## config.mk

```make
export PLATFORM = sky130hd
export DESIGN_NAME = throttle_ramp_limiter_flat
export DESIGN_NICKNAME = d
export VERILOG_FILES = /design/src/rtl/core/trl_pkg.sv /design/src/rtl/core/trl_in_if.sv /design/src/rtl/core/trl_out_if.sv /design/src/rtl/core/throttle_ramp_limiter.sv /design/src/flat_wrapper.sv
export SDC_FILE = /design/constraint.sdc
export NUM_CORES = 2
export LEC_CHECK = 0
export BUFFER_PORTS_ARGS = -buffer_cell sky130_fd_sc_hd__buf_2
export CAP_MARGIN = 0
export CORE_MARGIN = 2
export CORE_UTILIZATION = 40
export CTS_BUF_LIST = sky130_fd_sc_hd__clkbuf_8 sky130_fd_sc_hd__clkbuf_16
export DETAILED_ROUTE_END_ITERATION = 7
export PLACE_DENSITY = 0.65
export SKIP_CTS_REPAIR_TIMING = 1
export SYNTH_ARGS = -nofsm -noshare
export SYNTH_HDL_FRONTEND = slang
export SYNTH_SLANG_ARGS = --single-unit
```

## constraint.sdc

```tcl
create_clock -name clk -period 26.7 [get_ports clk]
set_input_delay 2.67 -clock clk [delete_from_list [all_inputs] [get_ports clk]]
set_output_delay 2.67 -clock clk [all_outputs]
set_load 0.02 [all_outputs]
```

## src/rtl/core/trl_pkg.sv

```systemverilog
// Package for the throttle ramp limiter: field widths, fixed-point constants,
// microcode opcodes and the read-only control program of the sequencer.
// No dependencies; every other file of the block depends on it.
package trl_pkg;

	localparam int LEVEL_W   = 16;
	localparam int POWER_W   = 17;
	localparam int TIME_W    = 32;
	localparam int RAMP_MS_W = 16;

	// Configuration port.
	localparam int CFG_DATA_W = 32;
	localparam int CFG_ADDR_W = 3;
	localparam logic CFG_IDX_RAMP_MS = 1'b0;
	localparam logic [RAMP_MS_W-1:0] RAMP_MS_RESET = 16'd1000;

	// Ramp arithmetic.
	localparam int US_PER_MS_W = 10;
	localparam logic [US_PER_MS_W-1:0] US_PER_MS = 10'd1000;
	localparam int SCALE_W = RAMP_MS_W + US_PER_MS_W;   // full_ramp_ms * 1000
	localparam int DEN_W   = SCALE_W + POWER_W;         // ramp duration times 2^16
	localparam int REM_W   = TIME_W + 16;               // elapsed scaled by 2^16
	localparam logic [POWER_W-1:0] POWER_ONE = 17'h10000;
	localparam logic [LEVEL_W-1:0] LEVEL_FULL = 16'h8000;
	localparam int FRAC_STEPS = LEVEL_W - 1;
	localparam int CNT_W = 4;
	localparam logic [CNT_W-1:0] CNT_LAST = CNT_W'(FRAC_STEPS - 1);
	localparam int SUM_W = LEVEL_W + 2;

	// Sequencer.
	localparam int STEP_W = 3;

	typedef enum logic [2:0] {
		OP_NONE = 3'd0,
		OP_LOAD = 3'd1,
		OP_MUL1 = 3'd2,
		OP_MUL2 = 3'd3,
		OP_TEST = 3'd4,
		OP_DIV  = 3'd5,
		OP_EMIT = 3'd6
	} op_t;

	typedef enum logic [2:0] {
		C_NEXT         = 3'd0,
		C_GOTO         = 3'd1,
		C_WAIT_IN      = 3'd2,
		C_JUMP_INSTANT = 3'd3,
		C_JUMP_SAT     = 3'd4,
		C_LOOP         = 3'd5,
		C_WAIT_OUT     = 3'd6
	} cond_t;

	typedef struct packed {
		op_t               op;
		cond_t             cond;
		logic [STEP_W-1:0] target;
	} uword_t;

	localparam logic [STEP_W-1:0] S_LOAD = 3'd0;
	localparam logic [STEP_W-1:0] S_MUL1 = 3'd1;
	localparam logic [STEP_W-1:0] S_MUL2 = 3'd2;
	localparam logic [STEP_W-1:0] S_TEST = 3'd3;
	localparam logic [STEP_W-1:0] S_DIV  = 3'd4;
	localparam logic [STEP_W-1:0] S_EMIT = 3'd5;

	// The control program, one word per step.
	function automatic uword_t ucode(input logic [STEP_W-1:0] step);
		uword_t w;
		case (step)
			S_LOAD:  w = '{OP_LOAD, C_WAIT_IN,      S_LOAD};
			S_MUL1:  w = '{OP_MUL1, C_JUMP_INSTANT, S_EMIT};
			S_MUL2:  w = '{OP_MUL2, C_NEXT,         S_LOAD};
			S_TEST:  w = '{OP_TEST, C_JUMP_SAT,     S_EMIT};
			S_DIV:   w = '{OP_DIV,  C_LOOP,         S_DIV};
			S_EMIT:  w = '{OP_EMIT, C_WAIT_OUT,     S_LOAD};
			default: w = '{OP_NONE, C_GOTO,         S_LOAD};
		endcase
		return w;
	endfunction

endpackage

```

## src/rtl/core/trl_in_if.sv

```systemverilog
// Input channel of the throttle ramp limiter: valid/ready handshake and the
// item fields. Depends on trl_pkg for the field widths.
interface trl_in_if;
	logic                                 valid;
	logic                                 ready;
	logic signed [trl_pkg::LEVEL_W-1:0]   target_level;
	logic        [trl_pkg::POWER_W-1:0]   ramp_power;
	logic        [trl_pkg::TIME_W-1:0]    timestamp_us;

	modport source (output valid, output target_level, output ramp_power,
		output timestamp_us, input ready);
	modport sink (input valid, input target_level, input ramp_power,
		input timestamp_us, output ready);
endinterface

```

## src/rtl/core/trl_out_if.sv

```systemverilog
// Output channel of the throttle ramp limiter: valid/ready handshake and the
// limited level. Depends on trl_pkg for the field width.
interface trl_out_if;
	logic                               valid;
	logic                               ready;
	logic signed [trl_pkg::LEVEL_W-1:0] output_level;

	modport source (output valid, output output_level, input ready);
	modport sink (input valid, input output_level, output ready);
endinterface

```

## src/rtl/core/throttle_ramp_limiter.sv

```systemverilog
// Throttle ramp limiter: microcoded sequencer with a restoring divider.
// Depends on trl_pkg, trl_in_if and trl_out_if.
//
// The block takes one item at a time: a signed Q1.15 target, a Q1.16 ramp
// power and a wrapping microsecond timestamp, and returns one limited level per
// item. A held level pointing the wrong way drops to zero, one larger in
// magnitude than the target snaps to it, and otherwise the level ramps toward
// the target by the elapsed time over full_ramp_ms*1000*(1-power) microseconds,
// clamped to the target. A power of one or more, or a ramp time of zero, jumps
// to the target. An item that ramps passes through the load step, two multiply
// steps that form the ramp duration, the saturation test, the fifteen-step
// quotient loop of the divider, one bit per cycle, and the step that registers
// the result. A step that saturates at full scale skips the loop, and a jump
// goes from the first multiply step straight to that last step. The next item
// is accepted only once the result is registered; a result that finds the
// output register still full waits in the last step for as long as the
// receiver holds off. The result waits in an output register. The user must
// write full_ramp_ms (byte address 0, reset 1000) over the APB port only while
// no item is in flight; the block itself does not enforce this.
module throttle_ramp_limiter (
	input  logic                              clk,
	input  logic                              arst_n,
	trl_in_if.sink                            cmd,
	trl_out_if.source                         res,
	input  logic                              psel,
	input  logic                              penable,
	input  logic                              pwrite,
	input  logic [trl_pkg::CFG_ADDR_W-1:0]    paddr,
	input  logic [trl_pkg::CFG_DATA_W-1:0]    pwdata,
	output logic [trl_pkg::CFG_DATA_W-1:0]    prdata,
	output logic                              pready
);
	import trl_pkg::*;

	// Sequencer and architectural state.
	logic [STEP_W-1:0]        step_q;
	logic                     out_valid_q;
	logic signed [LEVEL_W-1:0] level_q;
	logic [TIME_W-1:0]        last_time_q;
	logic [RAMP_MS_W-1:0]     ramp_ms_q;

	// Datapath registers; they carry no reset.
	logic signed [LEVEL_W-1:0] target_q;
	logic [POWER_W-1:0]       power_q;
	logic [TIME_W-1:0]        time_q;
	logic signed [LEVEL_W-1:0] cur_q;
	logic [TIME_W-1:0]        elapsed_q;
	logic [SCALE_W-1:0]       scale_q;
	logic [DEN_W-1:0]         den_q;
	logic [REM_W-1:0]         rem_q;
	logic [LEVEL_W-1:0]       inc_q;
	logic [CNT_W-1:0]         cnt_q;
	logic signed [LEVEL_W-1:0] out_level_q;

	uword_t                   uw;
	logic                     pos;
	logic                     instant;
	logic                     sat;
	logic                     out_free;
	logic signed [LEVEL_W-1:0] cur_adj;
	logic [POWER_W-1:0]       power_comp;
	logic [REM_W-1:0]         rem_shift;
	logic                     div_ge;
	logic signed [SUM_W-1:0]  sum;
	logic signed [LEVEL_W-1:0] next_level;
	logic [STEP_W-1:0]        step_inc;
	logic [STEP_W-1:0]        step_nxt;
	logic                     cfg_wr;

	assign uw       = ucode(step_q);
	assign step_inc = step_q + 1'b1;
	assign out_free = !out_valid_q || res.ready;

	// Items enter only while the program waits at its first step.
	assign cmd.ready = (step_q == S_LOAD);
	assign res.valid = out_valid_q;
	assign res.output_level = out_level_q;

	// A full power or a zero ramp time skips the ramp and lands on the target.
	assign pos     = !target_q[LEVEL_W-1];
	assign instant = (power_q >= POWER_ONE) || (ramp_ms_q == '0);
	assign sat     = rem_q >= REM_W'(den_q);
	assign power_comp = POWER_ONE - power_q;

	// Direction and magnitude rules applied to the held level.
	always_comb begin
		if (pos && level_q < 0) begin
			cur_adj = '0;
		end else if (!pos && level_q > 0) begin
			cur_adj = '0;
		end else if (pos && target_q < level_q) begin
			cur_adj = target_q;
		end else if (!pos && target_q > level_q) begin
			cur_adj = target_q;
		end else begin
			cur_adj = level_q;
		end
	end

	// One restoring division step: a quotient bit per cycle.
	assign rem_shift = {rem_q[REM_W-2:0], 1'b0};
	assign div_ge    = rem_shift >= REM_W'(den_q);

	// Apply the increment in the target's direction, then clamp to the target.
	always_comb begin
		if (pos) begin
			sum = SUM_W'(cur_q) + SUM_W'({1'b0, inc_q});
		end else begin
			sum = SUM_W'(cur_q) - SUM_W'({1'b0, inc_q});
		end
		if (instant) begin
			next_level = target_q;
		end else if (pos && sum > SUM_W'(target_q)) begin
			next_level = target_q;
		end else if (!pos && sum < SUM_W'(target_q)) begin
			next_level = target_q;
		end else begin
			next_level = sum[LEVEL_W-1:0];
		end
	end

	// Branch unit of the sequencer.
	always_comb begin
		case (uw.cond)
			C_NEXT:         step_nxt = step_inc;
			C_GOTO:         step_nxt = uw.target;
			C_WAIT_IN:      step_nxt = cmd.valid ? step_inc : step_q;
			C_JUMP_INSTANT: step_nxt = instant ? uw.target : step_inc;
			C_JUMP_SAT:     step_nxt = sat ? uw.target : step_inc;
			C_LOOP:         step_nxt = (cnt_q != CNT_LAST) ? uw.target : step_inc;
			C_WAIT_OUT:     step_nxt = out_free ? uw.target : step_q;
			default:        step_nxt = S_LOAD;
		endcase
	end

	assign cfg_wr = psel && penable && pwrite && pready;
	assign pready = 1'b1;
	assign prdata = (paddr[CFG_ADDR_W-1] == CFG_IDX_RAMP_MS) ?
		CFG_DATA_W'(ramp_ms_q) : '0;

	always_ff @(posedge clk or negedge arst_n) begin
		if (!arst_n) begin
			step_q      <= S_LOAD;
			out_valid_q <= 1'b0;
			level_q     <= '0;
			last_time_q <= '0;
			ramp_ms_q   <= RAMP_MS_RESET;
		end else begin
			step_q <= step_nxt;
			if (cfg_wr && paddr[CFG_ADDR_W-1] == CFG_IDX_RAMP_MS) begin
				ramp_ms_q <= pwdata[RAMP_MS_W-1:0];
			end
			if (uw.op == OP_EMIT && out_free) begin
				out_valid_q <= 1'b1;
				level_q     <= next_level;
				last_time_q <= time_q;
			end else if (res.ready) begin
				out_valid_q <= 1'b0;
			end
		end
	end

	// Datapath: the opcode of the current control word selects what loads.
	always_ff @(posedge clk) begin
		case (uw.op)
			OP_LOAD: begin
				if (cmd.valid) begin
					target_q <= cmd.target_level;
					power_q  <= cmd.ramp_power;
					time_q   <= cmd.timestamp_us;
				end
			end
			OP_MUL1: begin
				cur_q     <= cur_adj;
				elapsed_q <= time_q - last_time_q;
				scale_q   <= SCALE_W'(ramp_ms_q) * SCALE_W'(US_PER_MS);
			end
			OP_MUL2: begin
				den_q <= DEN_W'(scale_q) * DEN_W'(power_comp);
				rem_q <= {elapsed_q, 16'h0000};
			end
			OP_TEST: begin
				inc_q <= sat ? LEVEL_FULL : '0;
				cnt_q <= '0;
			end
			OP_DIV: begin
				rem_q <= div_ge ? (rem_shift - REM_W'(den_q)) : rem_shift;
				inc_q <= {inc_q[LEVEL_W-2:0], div_ge};
				cnt_q <= cnt_q + 1'b1;
			end
			OP_EMIT: begin
				if (out_free) begin
					out_level_q <= next_level;
				end
			end
			default: begin
			end
		endcase
	end

endmodule
```

## src/flat_wrapper.sv

```systemverilog
// flat-port wrapper written by rule: the top's interface ports become plain ports
module throttle_ramp_limiter_flat import trl_pkg::*;
  (clk, arst_n, psel, penable, pwrite, paddr, pwdata, prdata, pready, cmd_valid, cmd_target_level, cmd_ramp_power, cmd_timestamp_us, cmd_ready, res_valid, res_output_level, res_ready);
  trl_in_if cmd_i ();
  trl_out_if res_i ();
  input  logic clk;
  input  logic arst_n;
  input  logic psel;
  input  logic penable;
  input  logic pwrite;
  input  logic [trl_pkg::CFG_ADDR_W-1:0] paddr;
  input  logic [trl_pkg::CFG_DATA_W-1:0] pwdata;
  output logic [trl_pkg::CFG_DATA_W-1:0] prdata;
  output logic pready;
  input wire logic [$bits(cmd_i.valid)-1:0] cmd_valid;
  input wire logic [$bits(cmd_i.target_level)-1:0] cmd_target_level;
  input wire logic [$bits(cmd_i.ramp_power)-1:0] cmd_ramp_power;
  input wire logic [$bits(cmd_i.timestamp_us)-1:0] cmd_timestamp_us;
  output wire logic [$bits(cmd_i.ready)-1:0] cmd_ready;
  output wire logic [$bits(res_i.valid)-1:0] res_valid;
  output wire logic [$bits(res_i.output_level)-1:0] res_output_level;
  input wire logic [$bits(res_i.ready)-1:0] res_ready;
  assign cmd_i.valid = cmd_valid;
  assign cmd_i.target_level = cmd_target_level;
  assign cmd_i.ramp_power = cmd_ramp_power;
  assign cmd_i.timestamp_us = cmd_timestamp_us;
  assign cmd_ready = cmd_i.ready;
  assign res_valid = res_i.valid;
  assign res_output_level = res_i.output_level;
  assign res_i.ready = res_ready;
  throttle_ramp_limiter u_core (.clk(clk), .arst_n(arst_n), .cmd(cmd_i), .res(res_i), .psel(psel), .penable(penable), .pwrite(pwrite), .paddr(paddr), .pwdata(pwdata), .prdata(prdata), .pready(pready));
endmodule
```

# ---- Word level (Yosys, flattened, before mapping)
# Cells that the tools add are included.
dict set report totals {
  inputBits 107
  ff_bits 328
  wordCells 100
  output_inout_bits 51
}
dict set report classes {
  mul 2
  order_cmp 9
  bitwise_logic 1
  add_sub_neg 7
  n_eq_ne 20
  reduce_logical 24
  mux 21
}
# op count
set ops {}
lappend ops {{two-way mux 16 bit} 7}
lappend ops {{greater-or-equal comparator 48 x 43 -> 1 bit} 2}
lappend ops {{one-hot mux 48 bit (2 select lines)} 1}
lappend ops {{one-hot mux 9 bit (6 select lines)} 1}
lappend ops {{two-way mux 48 bit} 1}
lappend ops {{subtractor 48 x 43 -> 48 bit} 1}
lappend ops {{multiplier 23 x 17 -> 40 bit} 1}
lappend ops {{one-hot mux 16 bit (2 select lines)} 1}
lappend ops {{subtractor 32 bit} 1}
lappend ops {{equality test 3 bit (second input constant)} 8}
lappend ops {{multiplier 16 x 7 -> 23 bit (second input constant)} 1}
lappend ops {{one-hot mux 3 bit (7 select lines)} 1}
lappend ops {{adder 16 x 17 -> 18 bit} 1}
lappend ops {{equality test 3 x 2 -> 1 bit (second input constant)} 6}
lappend ops {{> comparator 18 x 16 -> 1 bit} 1}
lappend ops {{less-than comparator 18 x 16 -> 1 bit} 1}
lappend ops {{two-way mux 18 bit} 1}
lappend ops {{subtractor 16 x 17 -> 18 bit} 1}
lappend ops {{greater-or-equal comparator 17 bit (second input constant)} 1}
lappend ops {{subtractor 17 bit (first input constant)} 1}
lappend ops {{> comparator 16 x 1 -> 1 bit (second input constant)} 1}
lappend ops {{> comparator 16 bit} 1}
lappend ops {{zero test 16 bit} 1}
lappend ops {{less-than comparator 16 x 1 -> 1 bit (second input constant)} 1}
lappend ops {{18 further kinds} 41}

# ---- Depth between registers and ports, before layout
dict set report depth {
  word_depth 7
  depth_mapped 31
  mapped_depth_nobuf 29
}

# ---- Least setup slack after synthesis
# Ideal clock, no wire load.
dict set report synth_timing {
  kind {input to register}
  startpoint {in cmd_valid}
  endpoint {reg u_core.power_q[0], enable pin}
  cell_stages 2
  setup_slack_ns 17.187
  n_path_buf 0
  t_required_ns 26.052
  arrival_ns 8.865
  cell_sequence {nand2_1 -> nor4_1}
}
dict set report synth_via {
  elab_chain_cells 1
}
# element line
set synth_lines {}
lappend synth_lines {{start: declaration} flat_wrapper.sv:15} ;# input wire logic [$bits(cmd_i.valid)-1:0] cmd_valid;
lappend synth_lines {{AND reduction 2 bit (no line)} -}
lappend synth_lines {{end signal: assignment} throttle_ramp_limiter.sv:169} ;# power_q <= cmd.ramp_power;
lappend synth_lines {{end: declaration} throttle_ramp_limiter.sv:44} ;# logic [POWER_W-1:0] power_q;
# No other way between the ends.
# A chain may end at the register's enable or synchronous reset.

# ---- Worst setup path after layout
dict set report layout_timing {
  startpoint {reg u_core.power_q[6]}
  endpoint {reg u_core.den_q[41], data pin}
}
dict set report layout_via {
  elab_chain_cells 2
}
# element line
set layout_lines {}
lappend layout_lines {{subtractor 17 bit} throttle_ramp_limiter.sv:83} ;# assign power_comp = POWER_ONE - power_q;
lappend layout_lines {{multiplier 23 x 17 -> 40 bit} throttle_ramp_limiter.sv:179} ;# den_q <= DEN_W'(scale_q) * DEN_W'(power_comp);
lappend layout_lines {{end signal: assignment} throttle_ramp_limiter.sv:179}
lappend layout_lines {{end: declaration} throttle_ramp_limiter.sv:49} ;# logic [DEN_W-1:0] den_q;
# No other way between the ends.

==> results.json <==
{
  "outcome": "completed",
  "syn_avg_cell_area_sq_um": 9.74,
  "initial_core_util_pct": 40.3,
  "r2r_end": "u_core.den_q[41]$_DFFE_PN_",
  "die_w_um": 297,
  "slew_viol_final": 0,
  "crit_slowest_cell": "ha_1",
  "area_growth_pct": 9.49,
  "num_vias": 24315,
  "cts_tree": "yes",
  "placed_area_sq_um": 36100,
  "place_ws_ps": 17640,
  "core-area_sq_um": 85000,
  "setup.worst_path.end_class": "flip-flop",
  "worstSetupPathType": "flip-flop to flip-flop",
  "gp_congestion": 0.917,
  "synth_ff_type": "edfxtp_1",
  "routed_via_density": 5.09,
  "diodes": 0,
  "nNetsFinal": 4423,
  "tightest_slew_ps": 1160,
  "fin_ws_ps": 17730,
  "path_delay_family": "adder cells",
  "wl_per_cell_um": 16.5,
  "seq_area_frac_synth_pct": 27.5,
  "yosys-top-cells-area": "edfxtp_1 (23%), fa_1 (22%), ha_1 (13%)",
  "post-route-period-util_pct": 33.6,
  "synth_top_cell_area_share_pct": 22.5,
  "yosysUniqueCellTypes": 82,
  "cts.sinks": 325,
  "ys_warn_count": 0,
  "cts_buffers": 42,
  "synth_top_area_cell": "edfxtp_1",
  "synth-edff-count": 257,
  "synth_top_cells_by_count": "inv_1 (601), nand2_1 (391), fa_1 (371), ha_1 (347), edfxtp_1 (257)",
  "rr_worst_depth": 27,
  "rrSetupSlack_ps": 17730,
  "rsz0062_at_grt": "no",
  "worstHoldStart": "u_core.time_q[5]$_DFFE_PP_",
  "async_reset_ff_share_pct": 20.9,
  "die_h_um": 297,
  "antenna_found_initial": 1,
  "min_path_type": "flip-flop to flip-flop",
  "r2r-start": "u_core.power_q[6]$_DFFE_PP_",
  "relSlewSlack_pct": 23.0,
  "routed_wl_mm": 78.7,
  "rows": 107,
  "drcViolationCount": 0,
  "stdcell_area_sq_um": 37500,
  "cpPeakStageDelay_ps": 760,
  "synth-seq-cells": 325,
  "grt_max_degree": 82,
  "drt-initial-drc-count": 1470,
  "skew_ps": 18.6,
  "drive_gt1_share_pct": 8.31,
  "setup_tns_ps": 0,
  "clk_path_buf_depth": 3,
  "max_freq_mhz": 111,
  "drv_cap": 0,
  "holdPathStages": 2,
  "grt_pass1_wl_mm": 131,
  "synth_most_common_cell": "inv_1",
  "hpwl_mm": 59.8,
  "htreeDepth": 2,
  "min_period_ps": 8970,
  "path_clk_slew_ps": 60,
  "cp-start-kind": "flip-flop",
  "netlist_instances": 3519,
  "clock-root-buffer": "clkbuf_16",
  "required_ps": 27020,
  "finalSetupViolCount": 0,
  "dr.pass1.iters": 7,
  "finalHoldViolCount": 0,
  "crit_top_cell": "fa_1",
  "hold-path-endpoint": "u_core.last_time_q[5]$_DFFE_PN0P_",
  "grt_usage_pct": 18.1,
  "critical_path_buf_inv_count": 3,
  "clkLatencyLatePin_ps": 580,
  "placement.io_buffers": 122,
  "grt_pass1_vias": 24940,
  "grt-ovfl-total": 0,
  "die-area_sq_um": 88100,
  "cp.arrival_ps": 9290,
  "synth.cell_area_sq_um": 34300,
  "ant_nets": 0,
  "ios": 158,
  "cp_max_fo": 23
}
==> cell families after synthesis <==
group / after synthesis / share of synthesized area, %
other cells: 2 / 0.0219
compound gates: 566 / 10.6
xor+xnor: 159 / 4.06
fa+ha+maj: 718 / 34.3
simple gates: 953 / 13.0
mux: 65 / 2.23
buf+inv: 731 / 8.28
flops: 325 / 27.5
==> registers in the layout (all words and copies together) (netlist names) <==
signal,cells
u_core.cnt_q,4
u_core.cur_q,16
u_core.den_q,40
u_core.elapsed_q,32
u_core.inc_q,16
u_core.last_time_q,32
u_core.level_q,16
u_core.power_q,17
u_core.ramp_ms_q,16
u_core.rem_q,45
u_core.res.output_level,16
u_core.res.valid,1
u_core.scale_q,23
u_core.step_q,3
u_core.target_q,16
u_core.time_q,32
==> layout by cell type (no fill, tap or decap), drive strengths merged, types with 149 or more instances in the layout <==
master | Yosys | layout
fa | 371 | 371
buf | 29 | 149
nand2 | 391 | 391
edfxtp | 257 | 257
inv | 601 | 610
nor2 | 196 | 196
o21ai | 152 | 152
and2 | 151 | 151
ha | 347 | 347
a21oi | 161 | 161
==> through the flow <==
| stage | utilization, % | cells | hold slack (ps) |
|---|---|---|---|
| final | 44.1 | 4776 | 487 |
| after detailed placement | 42.4 | 4698 | 478 |
| after CTS | 44.1 | 4776 | 496 |
| after floorplan | - | 3534 | 454 |
| after global placement | 42.4 | 4698 | 472 |
| after global routing | 44.1 | 4776 | 537 |
==> worst max-delay path by stage <==
stage	start	end	slack (ps)	depth (start not counted)
global route	u_core.power_q[6]$_DFFE_PP_	u_core.den_q[41]$_DFFE_PN_	17110	27
detailed placement	u_core.power_q[6]$_DFFE_PP_	u_core.den_q[41]$_DFFE_PN_	17640	27
global placement	u_core.power_q[6]$_DFFE_PP_	u_core.den_q[41]$_DFFE_PN_	17760	27
floorplan	cmd_valid	u_core.power_q[0]$_DFFE_PP_	17190	2
finish	u_core.power_q[6]$_DFFE_PP_	u_core.den_q[41]$_DFFE_PN_	17730	27
CTS	u_core.power_q[6]$_DFFE_PP_	u_core.den_q[41]$_DFFE_PN_	17590	27
==> layer usage <==
layer / global-route usage [%] / wire [um]
met5: 0 / 0
met2: 29.9 / 36500
met4: 5.39 / 2090
met1: 24.6 / 36100
met3: 2.96 / 3930
==> tightest hold or removal path: cells and delay by family (launching register included) <==
kind	cells	cell delay, ps
flops	1	350
compound gates	1	60
simple gates	1	50
==> area by class of cell <==
type                       instances  area, sq um
clock buffer                      44         1090
clock inverter                    34          369
fill                            8188        47500
inverter                         602         2260
multi-input combinational       2478        22100
sequential                       325         9430
tap                             1144         1430
timing repair buffer             149          816
Power is left out: the tool's default activity adds up to more than one toggle a clock period on the data nets, which glitch-free logic cannot reach.
